**config.mk**
```make
export PLATFORM = sky130hd
export DESIGN_NAME = streaming_source_tokenizer_core
export DESIGN_NICKNAME = d
export VERILOG_FILES = /design/src/design/sst_pkg.sv /design/src/design/streaming_source_tokenizer_core.sv /design/src/design/sst_front.sv /design/src/design/sst_back.sv
export SDC_FILE = /design/constraint.sdc
export NUM_CORES = 1
export LEC_CHECK = 0
export BUFFER_PORTS_ARGS = -buffer_cell sky130_fd_sc_hd__buf_2
export CAP_MARGIN = 20
export CORE_ASPECT_RATIO = 1.4
export CORE_MARGIN = 10
export CORE_UTILIZATION = 60
export DETAILED_ROUTE_END_ITERATION = 10
export HOLD_SLACK_MARGIN = 0.06
export PLACE_DENSITY = 0.77
export SLEW_MARGIN = 20
export SYNTH_ARGS = -nofsm -noshare
export SYNTH_HDL_FRONTEND = slang
export SYNTH_SLANG_ARGS = --single-unit
```
**constraint.sdc**
```tcl
create_clock -name clk -period 7 [get_ports clk]
set_input_delay 0.7 -clock clk [delete_from_list [all_inputs] [get_ports clk]]
set_output_delay 0.7 -clock clk [all_outputs]
set_load 0.05 [all_outputs]
```
**src/design/sst_pkg.sv**
```systemverilog
`timescale 1ns / 1ps
package sst_pkg;
	localparam int LenBits = 16;
	localparam int MantBits = 32;
	localparam logic [LenBits-1:0] LenMax = '1;
	localparam logic [MantBits-1:0] MantMax = '1;

	localparam logic [2:0] M_IDLE = 3'd0;
	localparam logic [2:0] M_COMMENT = 3'd1;
	localparam logic [2:0] M_STRING = 3'd2;
	localparam logic [2:0] M_ESCAPE = 3'd3;
	localparam logic [2:0] M_IDENT = 3'd4;
	localparam logic [2:0] M_NUMBER = 3'd5;
	localparam logic [2:0] M_OPER = 3'd6;
	localparam logic [2:0] M_ERROR = 3'd7;

	localparam logic [1:0] K_CHAR = 2'd0;
	localparam logic [1:0] K_END = 2'd1;
	localparam logic [1:0] K_ERR = 2'd2;

	localparam logic [2:0] C_NUMBER = 3'd0;
	localparam logic [2:0] C_STRING = 3'd1;
	localparam logic [2:0] C_KEYWORD = 3'd2;
	localparam logic [2:0] C_VARIABLE = 3'd3;
	localparam logic [2:0] C_PUNCT = 3'd4;
	localparam logic [2:0] C_OPER = 3'd5;

	typedef struct packed {
		logic [1:0] record_kind;
		logic [2:0] token_class;
		logic [7:0] char_value;
		logic [LenBits-1:0] token_length;
		logic [2:0] keyword_index;
		logic [MantBits-1:0] mantissa;
		logic [7:0] fraction_digits;
		logic error_code;
		logic last;
	} rec_t;

	// Up to three records per input beat.
	typedef struct packed {
		logic [1:0] cnt;
		rec_t r0;
		rec_t r1;
		rec_t r2;
	} bundle_t;

	function automatic logic [7:0] kw_char(input logic [2:0] k, input logic [2:0] p);
		logic [47:0] s;
		unique case (k)
			3'd0: s = {"if", 32'd0};
			3'd1: s = {"then", 16'd0};
			3'd2: s = {"let", 24'd0};
			3'd3: s = {"else", 16'd0};
			3'd4: s = "lambda";
			3'd5: s = {"true", 16'd0};
			3'd6: s = {"false", 8'd0};
			default: s = {"js", 32'd0};
		endcase
		kw_char = (p < 3'd6) ? s[8'(47 - 8 * int'(p)) -: 8] : 8'd0;
	endfunction

	function automatic logic [2:0] kw_len(input logic [2:0] k);
		unique case (k)
			3'd0: kw_len = 3'd2;
			3'd1: kw_len = 3'd4;
			3'd2: kw_len = 3'd3;
			3'd3: kw_len = 3'd4;
			3'd4: kw_len = 3'd6;
			3'd5: kw_len = 3'd4;
			3'd6: kw_len = 3'd5;
			default: kw_len = 3'd2;
		endcase
	endfunction
endpackage

```
**src/design/streaming_source_tokenizer_core.sv**
```systemverilog
`timescale 1ns / 1ps
// The tokenizer takes one input beat per cycle whenever its four-entry result queue has room;
// each beat yields zero to three output beats, leaving at one per cycle unless stalled, so
// a run of punctuation or token ends drains slower than it arrives; the queue sets the stall.
module streaming_source_tokenizer_core
	import sst_pkg::*;
(
	input logic clk,
	input logic arst_n,
	input logic in_valid,
	output logic in_stall,
	input logic action,
	input logic [7:0] char_in,
	output logic out_valid,
	input logic out_stall,
	output logic [1:0] record_kind,
	output logic [2:0] token_class,
	output logic [7:0] char_value,
	output logic [15:0] token_length,
	output logic [2:0] keyword_index,
	output logic [31:0] mantissa,
	output logic [7:0] fraction_digits,
	output logic error_code,
	output logic last
);
	logic push, full, in_ok;
	bundle_t bundle;
	rec_t rec;

	assign in_stall = full;
	assign in_ok = in_valid && !full;

	sst_front u_front (.clk, .arst_n, .in_ok, .action, .char_in, .push, .bundle);
	sst_back u_back (.clk, .arst_n, .push, .bundle, .full, .out_stall, .out_valid,
		.out_rec(rec));

	assign record_kind = rec.record_kind;
	assign token_class = rec.token_class;
	assign char_value = rec.char_value;
	assign token_length = rec.token_length;
	assign keyword_index = rec.keyword_index;
	assign mantissa = rec.mantissa;
	assign fraction_digits = rec.fraction_digits;
	assign error_code = rec.error_code;
	assign last = rec.last;

	a_err_fields: assert property (@(posedge clk) disable iff (!arst_n)
		out_valid && record_kind == K_ERR |-> token_length == '0 && last)
		else $error("error beat carries payload");
	a_no_push_full: assert property (@(posedge clk) disable iff (!arst_n)
		full |-> !push) else $error("queue overrun");
	a_kw_class: assert property (@(posedge clk) disable iff (!arst_n)
		out_valid && keyword_index != 3'd0 |-> token_class == C_KEYWORD)
		else $error("keyword index outside keyword record");
endmodule

```
**src/design/sst_front.sv**
```systemverilog
`timescale 1ns / 1ps
module sst_front
	import sst_pkg::*;
(
	input logic clk,
	input logic arst_n,
	input logic in_ok,
	input logic action,
	input logic [7:0] char_in,
	output logic push,
	output bundle_t bundle
);
	logic [2:0] mode_q;
	logic dot_q;
	logic [LenBits-1:0] len_q;
	logic [7:0] cand_q;
	logic [MantBits-1:0] mant_q;
	logic [7:0] frac_q;

	logic [2:0] m_n;
	logic dot_n;
	logic [LenBits-1:0] len_n;
	logic [7:0] cand_n;
	logic [MantBits-1:0] mant_n;
	logic [7:0] frac_n;
	logic [1:0] n;
	rec_t r [3];

	function automatic logic is_dig(input logic [7:0] c);
		is_dig = c >= "0" && c <= "9";
	endfunction
	function automatic logic is_alpha(input logic [7:0] c);
		is_alpha = (c >= "a" && c <= "z") || (c >= "A" && c <= "Z");
	endfunction
	function automatic logic is_oper(input logic [7:0] c);
		is_oper = c == "+" || c == "-" || c == "*" || c == "/" || c == "%" || c == "="
			|| c == "&" || c == "|" || c == "<" || c == ">" || c == "!";
	endfunction
	function automatic logic is_punct(input logic [7:0] c);
		is_punct = c == "," || c == ";" || c == "(" || c == ")" || c == "{" || c == "}"
			|| c == "[" || c == "]";
	endfunction
	function automatic logic is_ident(input logic [7:0] c);
		is_ident = is_alpha(c) || is_dig(c) || c == "_" || c == "?" || c == "!" || c == "-"
			|| c == "<" || c == ">" || c == "=";
	endfunction
	function automatic logic [LenBits-1:0] bump(input logic [LenBits-1:0] l);
		bump = (l == LenMax) ? l : l + 1'b1;
	endfunction

	always_comb begin
		logic [7:0] c;
		logic [LenBits-1:0] l0;
		logic [7:0] cd;
		logic [MantBits+3:0] prod;
		logic kwhit;
		logic [2:0] kwi;
		rec_t e, z;
		logic do_end, do_idle;
		c = char_in;
		z = '0;
		l0 = '0;
		cd = '0;
		prod = '0;
		m_n = mode_q; dot_n = dot_q; len_n = len_q; cand_n = cand_q;
		mant_n = mant_q; frac_n = frac_q;
		n = 2'd0;
		r[0] = z; r[1] = z; r[2] = z;
		do_end = 1'b0; do_idle = 1'b0;
		// End record of the current token.
		kwhit = 1'b0; kwi = 3'd0;
		for (int k = 7; k >= 0; k--) begin
			if (cand_q[k] && len_q == LenBits'(kw_len(3'(k)))) begin
				kwhit = 1'b1; kwi = 3'(k);
			end
		end
		e = z;
		e.record_kind = K_END;
		e.token_length = len_q;
		if (mode_q == M_NUMBER) begin
			e.token_class = C_NUMBER;
			e.mantissa = mant_q;
			e.fraction_digits = frac_q;
		end else if (mode_q == M_OPER) begin
			e.token_class = C_OPER;
		end else if (kwhit) begin
			e.token_class = C_KEYWORD;
			e.keyword_index = kwi;
		end else begin
			e.token_class = C_VARIABLE;
		end
		if (action) begin
			if (mode_q == M_IDENT || mode_q == M_NUMBER || mode_q == M_OPER) begin
				r[0] = e; n = 2'd1;
			end else if (mode_q == M_STRING || mode_q == M_ESCAPE) begin
				r[0] = z; r[0].record_kind = K_ERR; r[0].error_code = 1'b1; n = 2'd1;
			end
			m_n = M_IDLE; dot_n = 1'b0; len_n = '0; cand_n = '1; mant_n = '0; frac_n = '0;
		end else begin
			unique case (mode_q)
				M_IDLE: do_idle = 1'b1;
				M_COMMENT: if (c == 8'h0a) m_n = M_IDLE;
				M_STRING: begin
					if (c == "\\") m_n = M_ESCAPE;
					else if (c == "\"") begin
						r[0] = z; r[0].record_kind = K_END; r[0].token_class = C_STRING;
						r[0].token_length = len_q; n = 2'd1;
						m_n = M_IDLE; dot_n = 1'b0; len_n = '0; cand_n = '1;
						mant_n = '0; frac_n = '0;
					end else begin
						len_n = bump(len_q);
						r[0] = z; r[0].token_class = C_STRING; r[0].char_value = c;
						r[0].token_length = len_n; n = 2'd1;
					end
				end
				M_ESCAPE: begin
					len_n = bump(len_q);
					r[0] = z; r[0].token_class = C_STRING; r[0].char_value = c;
					r[0].token_length = len_n; n = 2'd1;
					m_n = M_STRING;
				end
				M_IDENT: if (is_ident(c)) begin
					for (int k = 0; k < 8; k++)
						if (len_q >= LenBits'(kw_len(3'(k)))
							|| kw_char(3'(k), len_q[2:0]) != c) cand_n[k] = 1'b0;
					len_n = bump(len_q);
					r[0] = z; r[0].token_class = C_VARIABLE; r[0].char_value = c;
					r[0].token_length = len_n; n = 2'd1;
				end else do_end = 1'b1;
				M_NUMBER: if (is_dig(c) || (c == "." && !dot_q)) begin
					if (c == ".") dot_n = 1'b1;
					else begin
						cd = c - "0";
						prod = {mant_q, 3'b0} + {2'b0, mant_q, 1'b0} + (MantBits+4)'(cd);
						mant_n = (prod[MantBits+3:MantBits] != 0) ? MantMax
							: prod[MantBits-1:0];
						if (dot_q && frac_q != 8'hff) frac_n = frac_q + 1'b1;
					end
					len_n = bump(len_q);
					r[0] = z; r[0].token_class = C_NUMBER; r[0].char_value = c;
					r[0].token_length = len_n; n = 2'd1;
				end else do_end = 1'b1;
				M_OPER: if (is_oper(c)) begin
					len_n = bump(len_q);
					r[0] = z; r[0].token_class = C_OPER; r[0].char_value = c;
					r[0].token_length = len_n; n = 2'd1;
				end else do_end = 1'b1;
				default: ;
			endcase
			if (do_end) begin
				r[0] = e; n = 2'd1; do_idle = 1'b1;
			end
			if (do_idle) begin
				m_n = M_IDLE;
				if (c == " " || c == 8'h09 || c == 8'h0a) begin
				end else if (c == "#") m_n = M_COMMENT;
				else begin
					dot_n = 1'b0; cand_n = '1; mant_n = '0; frac_n = '0;
					l0 = LenBits'(1);
					if (c == "\"") begin
						m_n = M_STRING; len_n = '0;
					end else begin
						len_n = l0;
						r[n] = z; r[n].char_value = c; r[n].token_length = l0;
						if (is_dig(c)) begin
							m_n = M_NUMBER; r[n].token_class = C_NUMBER;
							mant_n = MantBits'(c - "0");
						end else if (is_alpha(c) || c == "_") begin
							m_n = M_IDENT; r[n].token_class = C_VARIABLE;
							for (int k = 0; k < 8; k++)
								if (kw_char(3'(k), 3'd0) != c) cand_n[k] = 1'b0;
						end else if (is_punct(c)) begin
							r[n].token_class = C_PUNCT;
							r[n+1] = z; r[n+1].record_kind = K_END;
							r[n+1].token_class = C_PUNCT; r[n+1].token_length = l0;
							n = n + 2'd1;
						end else if (is_oper(c)) begin
							m_n = M_OPER; r[n].token_class = C_OPER;
						end else begin
							m_n = M_ERROR; len_n = '0;
							r[n] = z; r[n].record_kind = K_ERR;
						end
						n = n + 2'd1;
					end
				end
			end
		end
		if (n != 2'd0) r[n-1].last = 1'b1;
	end

	assign push = in_ok && n != 2'd0;
	assign bundle = '{cnt: n, r0: r[0], r1: r[1], r2: r[2]};

	always_ff @(posedge clk or negedge arst_n) begin
		if (!arst_n) begin
			mode_q <= M_IDLE; dot_q <= 1'b0; len_q <= '0; cand_q <= '1;
			mant_q <= '0; frac_q <= '0;
		end else if (in_ok) begin
			mode_q <= m_n; dot_q <= dot_n; len_q <= len_n; cand_q <= cand_n;
			mant_q <= mant_n; frac_q <= frac_n;
		end
	end
endmodule

```
**src/design/sst_back.sv**
```systemverilog
`timescale 1ns / 1ps
module sst_back
	import sst_pkg::*;
(
	input logic clk,
	input logic arst_n,
	input logic push,
	input bundle_t bundle,
	output logic full,
	input logic out_stall,
	output logic out_valid,
	output rec_t out_rec
);
	logic [1:0] wp_q, rp_q;
	logic [2:0] cnt_q;
	logic [1:0] sub_q;
	bundle_t mem_q [4];
	bundle_t head;
	logic pop;

	assign head = mem_q[rp_q];
	assign out_valid = cnt_q != 3'd0;
	always_comb begin
		unique case (sub_q)
			2'd0: out_rec = head.r0;
			2'd1: out_rec = head.r1;
			default: out_rec = head.r2;
		endcase
	end
	assign full = cnt_q[2];
	assign pop = out_valid && !out_stall && (sub_q + 2'd1 == head.cnt);

	always_ff @(posedge clk) begin
		if (push) mem_q[wp_q] <= bundle;
	end

	always_ff @(posedge clk or negedge arst_n) begin
		if (!arst_n) begin
			wp_q <= '0; rp_q <= '0; cnt_q <= '0; sub_q <= '0;
		end else begin
			if (push) wp_q <= wp_q + 1'b1;
			if (pop) rp_q <= rp_q + 1'b1;
			cnt_q <= cnt_q + 3'(push) - 3'(pop);
			if (out_valid && !out_stall) sub_q <= pop ? 2'd0 : sub_q + 2'd1;
		end
	end
endmodule

```
Yosys cells after proc, flatten, opt, wreduce, memory -nomap -nowiden
Memory sizes are Yosys's and may differ from the RTL's.
Index checks and enable logic that the tools add are counted.
Widths: inputs -> output; s select.
{"block": "word_totals", "register_bits": 77, "mem_bits_rw": 896, "in_bits": 13, "n_memories": 1}
{"block": "op_classes", "add_sub_neg": 16, "n_lt_le_gt_ge": 18, "eq_ne": 61, "n_shift": 8, "muxes": 299, "bitwise_logic": 8, "reduce_logical": 71}
{"memory": "u_back.mem_q", "words": 4, "width": 224, "rd": 1, "rd_ports_with_merged_regs": 0, "wr": 1, "line_no": "sst_back.sv:17", "text": "bundle_t mem_q [4];"}
{"cell": "$mux 48", "n": 80}
{"cell": "$bwmux 222", "n": 11}
{"cell": "$mux 222", "n": 9}
{"cell": "$demux 74 s2", "n": 10}
{"cell": "$mux 74", "n": 10}
{"cell": "$and 222x222->222", "n": 3}
{"cell": "$not 222->222", "n": 2}
{"cell": "$shiftx 55x8->8", "n": 8}
{"cell": "$pmux 74 s5", "n": 1}
{"cell": "$mux 32", "n": 11}
{"cell": "$mux 16", "n": 14}
{"cell": "$mux 72", "n": 3}
{"cell": "$mux 8", "n": 27}
{"cell": "$eq 8x6->1 const B", "n": 19}
{"cell": "$mux 148", "n": 1}
{"cell": "$pmux 74 s2", "n": 1}
{"cell": "$mux 69", "n": 2}
{"cell": "$ne 8x8->1", "n": 16}
{"cell": "$mux 61", "n": 2}
{"cell": "$mux 3", "n": 39}
{"cell": "$ge 16x3->1", "n": 5}
{"cell": "$pmux 16 s5", "n": 1}
{"cell": "$mux 73", "n": 1}
{"cell": "$mux 71", "n": 1}
{"cell": "other kinds (55)", "n": 204}

Depth between registers and ports, before layout
{"block": "depth", "depth_word": 40, "ltp_mapped": 21, "depth_no_buf": 19}

By module
From an unflattened synthesis, not the netlist that was laid out.
{"block": "hier_totals", "cells_unflattened": 2830, "hier_area_um2": 44118.6}
{"mod": "sst_back", "n_inst": 1, "cells_each": 1473, "area_each_um2": 34162.8, "seq_area_each_um2": 27131.0}
{"mod": "sst_front", "n_inst": 1, "cells_each": 1356, "area_each_um2": 9942.0, "seq_area_each_um2": 1711.6}
{"mod": "streaming_source_tokenizer_core", "n_inst": 1, "cells_each": 1, "area_each_um2": 13.8, "seq_area_each_um2": 0.0}

Least setup slack after synthesis
OpenSTA, ideal clock, no wires.
{"block": "synth_timing", "path_kind": "input port to flip-flop", "startpoint": "input char_in[4]", "endpoint": "memory u_back.mem_q[0][0] (netlist name) (enable)", "setup_ns": 0.462, "t_arrival_ns": 5.540, "path_slack_ns": 0.998, "stages": 13, "path_buffers": 2, "path_cell_list": "clkbuf_1 clkinv_1 ha_1 and3b_1 o21ai_0 a21boi_0 nor4b_4 a211oi_4 a21o_1 buf_6 a211o_4 a41oi_4 and2_1"}
{"block": "synth_via", "elab_chain_cells": 35}
{"element": "start, declared", "line_no": "streaming_source_tokenizer_core.sv:13", "text": "input logic [7:0] char_in,"}
{"element": "$ge 8x7->1, or another cell as far along", "line_no": "sst_front.sv:33", "text": "is_alpha = (c >= \"a\" && c <= \"z\") || (c >= \"A\" && c <= \"Z\");"}
{"element": "$logic_and 1x1->1 / $logic_or 1x1->1 (equally long branches)", "line_no": "sst_front.sv:33, sst_front.sv:36"}
{"element": "$logic_or 1x1->1, on equally long branches", "line_no": "sst_front.sv:33, sst_front.sv:36"}
{"element": "$logic_or 1x1->1, on equally long branches (3 in series)", "line_no": "sst_front.sv:44, sst_front.sv:36"}
{"element": "$logic_or 1x1->1, on equally long branches (2 in series)", "line_no": "sst_front.sv:44, sst_front.sv:37"}
{"element": "$logic_or 1x1->1, on equally long branches (3 in series)", "line_no": "sst_front.sv:45, sst_front.sv:37"}
{"element": "$mux 1, on equally long branches", "line_no": "sst_front.sv:122, sst_front.sv:143"}
{"element": "$pmux 1 s3", "line_no": "sst_front.sv:100", "text": "unique case (mode_q)"}
{"element": "[14 not listed]"}
{"element": "$mux 2", "line_no": "sst_front.sv:156", "text": "end else if (c == \"#\") m_n = M_COMMENT;"}
{"element": "$mux 2", "line_no": "sst_front.sv:155", "text": "if (c == \" \" || c == 8'h09 || c == 8'h0a) begin"}
{"element": "$mux 2 (*)", "line_no": "sst_front.sv:153", "text": "if (do_idle) begin"}
{"element": "$mux 2 (*)", "line_no": "sst_front.sv:92", "text": "if (action) begin"}
{"element": "$reduce_bool 2->1 (*)", "line_no": "sst_front.sv:191", "text": "assign push = in_ok && n != 2'd0;"}
{"element": "$logic_and 1x1->1 (*)", "line_no": "sst_front.sv:191"}
{"element": "$mux 1 (*)", "line_no": "sst_back.sv:34", "text": "if (push) mem_q[wp_q] <= bundle;"}
{"element": "$mux 1 (implied by the code) (*)", "line_no": "sst_back.sv:34"}
{"element": "end, declared", "line_no": "sst_back.sv:17"}
Every way passes the cells marked *; elsewhere a longest branch is shown, timed or not. The select of a mux whose other input is x is not followed.

Worst setup path after layout
{"block": "layout_timing", "startpoint": "input char_in[4]", "endpoint": "register u_back.cnt_q[2]"}
{"block": "layout_via", "elab_chain_cells": 35}
{"element": "$ge 8x7->1, or another cell as far along", "line_no": "sst_front.sv:33"}
{"element": "$logic_and 1x1->1 / $logic_or 1x1->1 (equally long branches)", "line_no": "sst_front.sv:33, sst_front.sv:36"}
{"element": "$logic_or 1x1->1, on equally long branches", "line_no": "sst_front.sv:33, sst_front.sv:36"}
{"element": "$logic_or 1x1->1, on equally long branches (3 in series)", "line_no": "sst_front.sv:44, sst_front.sv:36"}
{"element": "$logic_or 1x1->1, on equally long branches (2 in series)", "line_no": "sst_front.sv:44, sst_front.sv:37"}
{"element": "$logic_or 1x1->1, on equally long branches (3 in series)", "line_no": "sst_front.sv:45, sst_front.sv:37"}
{"element": "$mux 1, on equally long branches", "line_no": "sst_front.sv:122, sst_front.sv:143"}
{"element": "$pmux 1 s3", "line_no": "sst_front.sv:100"}
{"element": "[14 not listed]"}
{"element": "$mux 2", "line_no": "sst_front.sv:156"}
{"element": "$mux 2", "line_no": "sst_front.sv:155"}
{"element": "$mux 2 (*)", "line_no": "sst_front.sv:153"}
{"element": "$mux 2 (*)", "line_no": "sst_front.sv:92"}
{"element": "$reduce_bool 2->1 (*)", "line_no": "sst_front.sv:191"}
{"element": "$logic_and 1x1->1 (*)", "line_no": "sst_front.sv:191"}
{"element": "$add 3x1->3 (*)", "line_no": "sst_back.sv:43", "text": "cnt_q <= cnt_q + 3'(push) - 3'(pop);"}
{"element": "$sub 3x1->3 (*)", "line_no": "sst_back.sv:43"}
{"element": "end signal, assigned", "line_no": "sst_back.sv:43"}
{"element": "end, declared", "line_no": "sst_back.sv:15", "text": "logic [2:0] cnt_q;"}
Marked as above.
A chain may end at the register's enable or synchronous reset.

==> key figures <==
Hold path
  – Hold Path Class: in -> async

CTS
  – # hold bufs at CTS: 0
  – Setup Buffers After CTS: 0
  – CTS resizes: 0
  – Num CTS Buffers: 43
  – CTS H-tree depth: 2
  – Skew-Pair Late Insertion Delay: 560 ps
  – CTS max path bufs: 3
  – CTS tree: built
  – Clk slew on worst S/H paths: 60 ps
  – CTS Sinks: 449
  – Clk root buf: clkbuf_16

Drt
  – DRT iter0 DRCs: 1296
  – Detailed-route via count: 15500
  – Post-Route WL: 57200 um
  – ANT nets after route: 0
  – Average wire per standard cell: 23.7 um
  – Via density: 6.42
  – Residual DRC: 0
  – Pre-antenna DRT Iters: 5

Synth
  – Synthesized area: 23300 sq um
  – Synth area leaders: edfxtp_1, mux4_2, dfrtp_1, ha_1, a21oi_1
  – Async SR Flop Fraction: 0.171
  – Ys flop type: edfxtp_1
  – Share of the synthesized area in the top cell type: 0.479
  – Synth Warn #: 0
  – Avg Synthesized Cell Area: 12.8 sq um
  – Cells after synthesis: 1816
  – Cell taking the most area after synthesis: edfxtp_1
  – FF+latch count, synth: 449
  – Yosys cell types: 87
  – Post-synthesis sequential area ratio: 0.562
  – Number of synthesized flops with an enable pin: 372

Final layout
  – Post-Layout Inst Area: 25500 sq um
  – Fin cells: 2419
  – Syn-to-layout area delta: 9.47%
  – Share of cells above drive strength 1: 0.161
  – Post-layout nets: 1968

Place
  – Port Buffers: 88
  – Hpwl dp: 39300 um
  – Inst Count DP: 2341
  – Placed Area: 24200 sq um
  – Gp weighted congestion: 0.969

Floorplanning
  – Die area: 47300 sq um
  – IO Pins: 89
  – Core area: 38400 sq um
  – Initial Util: 0.607
  – Die width: 187 um
  – Row Count: 85
  – Chip Height: 253 um

Setup path
  – Worst setup EP type: register
  – Required time of the critical path: 7470 ps
  – CP max FO: 24
  – CP Launch Type: primary input
  – Setup CP Type: in -> reg
  – Worst endpoint data arrival time: 5510 ps

Global routing
  – Largest net degree at the start of global routing: 77
  – Total track usage: 0.240
  – Vias in the first global route: 15900
  – Initial antenna violation count: 2
  – First-pass GRT wire length: 90500 um
  – Grt total ovfl: 0

Timing
  – Final hold vios: 0
  – Final critical-path required period: 5040 ps
  – Setup TNS Final: 0 ps
  – Setup Skew: 17.6 ps
  – # setup viols final: 0
  – Max Clk Rate: 198 MHz
  – Post-route clock period utilization: 0.720
  – Max transition margin: 0.261
  – Final slew viol count: 0
  – Min Hold Slack: 92.4 ps
  – Worst Max-Slew Pin Slew: 1100 ps
  – RSZ-0062 raised after global routing: no

Power and ir drop
  – Power density cells: 377 nW/um^2
  – Leakage: 9.75 nW
  – Max IR drop VDD: 308 uV

Run status
  – Status: finished, final reports clean

Job
  – Maxcap violations: 0
==> synth_stat cells (22+ instances only) <==
library cell    n
xnor2_1        38
dfrtp_1        69
and3_1         60
o221ai_1       23
nor2_1         82
nand2_1       120
nand3_1        41
a21o_1         23
ha_1           84
o21ai_0        81
edfxtp_1      372
and2_1         83
inv_1          45
a22o_1         29
a21oi_1       110
mux4_2         93
xor2_1         22
a31oi_1        25
clkbuf_1       78
nor3_1         47
==> per-layer routing <==
metal  track usage  share of wire  vias up
li1              -              -     7142
met1         0.288           0.40     7837
met2         0.436           0.53      417
met3        0.0310          0.039      128
met4        0.0859          0.032        2
met5             0        0.00023        -
==> final timing paths <==
path / start / to / slack [ps] / cells after the start
hold reg to reg: u_back.sub_q[1] / u_back.sub_q[1] / 480 / 2
min in group clk: u_back.sub_q[1] / u_back.sub_q[1] / 480 / 2
hold / removal: arst_n / u_front.mode_q[2] / 90 / 1
setup reg to reg: u_front.mode_q[1] / u_back.cnt_q[2] / 2450 / 16
setup / recovery: char_in[4] / u_back.cnt_q[2] / 1960 / 20
max in group asynchronous: arst_n / u_front.mant_q[30] / 5830 / 2
==> per-stage QoR <==
step	setup slack (ps)	total power, W	util
global placement	1620	0.00746	0.631
detailed placement	1510	0.00752	0.631
floorplan	998	0.00654	-
global route	1640	0.0101	0.665
finish	1960	0.00962	0.665
CTS	2070	0.00969	0.665
==> power breakdown <==
group / internal [W] / total [W] / switching (W)
registers: 0.00328 / 0.00351 / 0.000225
clock network: 0.00121 / 0.00218 / 0.000968
logic: 0.00128 / 0.00393 / 0.00265
total: 0.00578 / 0.00962 / 0.00384
==> registers in the layout, summed over array words and instances, names as in the netlist <==
name,cells
u_front.frac_q,8
u_front.len_q,16
u_front.dot_q,1
u_back.cnt_q,3
u_front.mant_q,32
u_back.rp_q,2
u_back.wp_q,2
u_front.cand_q,8
u_back.mem_q,372
u_back.sub_q,2
u_front.mode_q,3
==> critical path, cell delays in order <==
cell,delay (ps)
buf_2,340
clkinv_1,360
ha_1,420
nand3b_1,250
o32ai_1,170
nor2_1,190
nor4b_4,300
a211oi_4,100
buf_4,240
a21o_1,300
a211o_4,370
a41oi_4,330
inv_1,100
ha_1,300
inv_1,60
ha_1,140
inv_1,50
fa_1,400
xnor2_1,190
xnor2_1,140
==> kinds of logic after synthesis <==
family | synth area share
compound gates | 0.123
fa+ha+maj | 0.0511
xor+xnor | 0.0225
buf+inv | 0.0279
flops | 0.562
simple gates | 0.120
other cells | 0.000161
mux | 0.0930
==> layout by cell type, fill, tap and decap left out, types with 7 or more instances in the layout <==
cell / netlist / layout
a211oi_1: 13 / 13
a21o_1: 23 / 23
a21oi_1: 110 / 110
a221o_1: 7 / 7
a22o_1: 29 / 29
a22oi_1: 7 / 7
a31oi_1: 25 / 25
and2_1: 83 / 79
and3_1: 60 / 60
buf_2: 13 / 87
buf_4: 1 / 21
clkbuf_1: 78 / 12
clkbuf_16: 0 / 44
clkinv_1: 2 / 10
dfrtp_1: 69 / 67
dfstp_2: 8 / 8
edfxtp_1: 372 / 372
fa_1: 7 / 7
ha_1: 84 / 83
inv_1: 45 / 45
mux4_2: 93 / 93
nand2_1: 120 / 120
nand2b_1: 14 / 14
nand3_1: 41 / 41
nand4_1: 7 / 7
nor2_1: 82 / 82
nor2b_1: 12 / 12
nor3_1: 47 / 45
nor3b_1: 7 / 7
nor4_1: 15 / 15
o211ai_1: 16 / 16
o21a_1: 9 / 9
o21ai_0: 81 / 80
o221ai_1: 23 / 23
o31ai_1: 13 / 13
xnor2_1: 38 / 38
xor2_1: 22 / 22
==> area by class of cell <==
| cell class | count | area [sq um] |
|---|---|---|
| inverter | 48 | 180 |
| tap | 522 | 653 |
| sequential | 449 | 13100 |
| timing repair buffer | 112 | 673 |
| multi-input combinational | 1210 | 9600 |
| clock buffer | 57 | 1160 |
| clock inverter | 20 | 149 |
| fill | 2739 | 12900 |
| antenna | 1 | 2.50 |
Note: power is estimated with default switching activity, not from simulation.
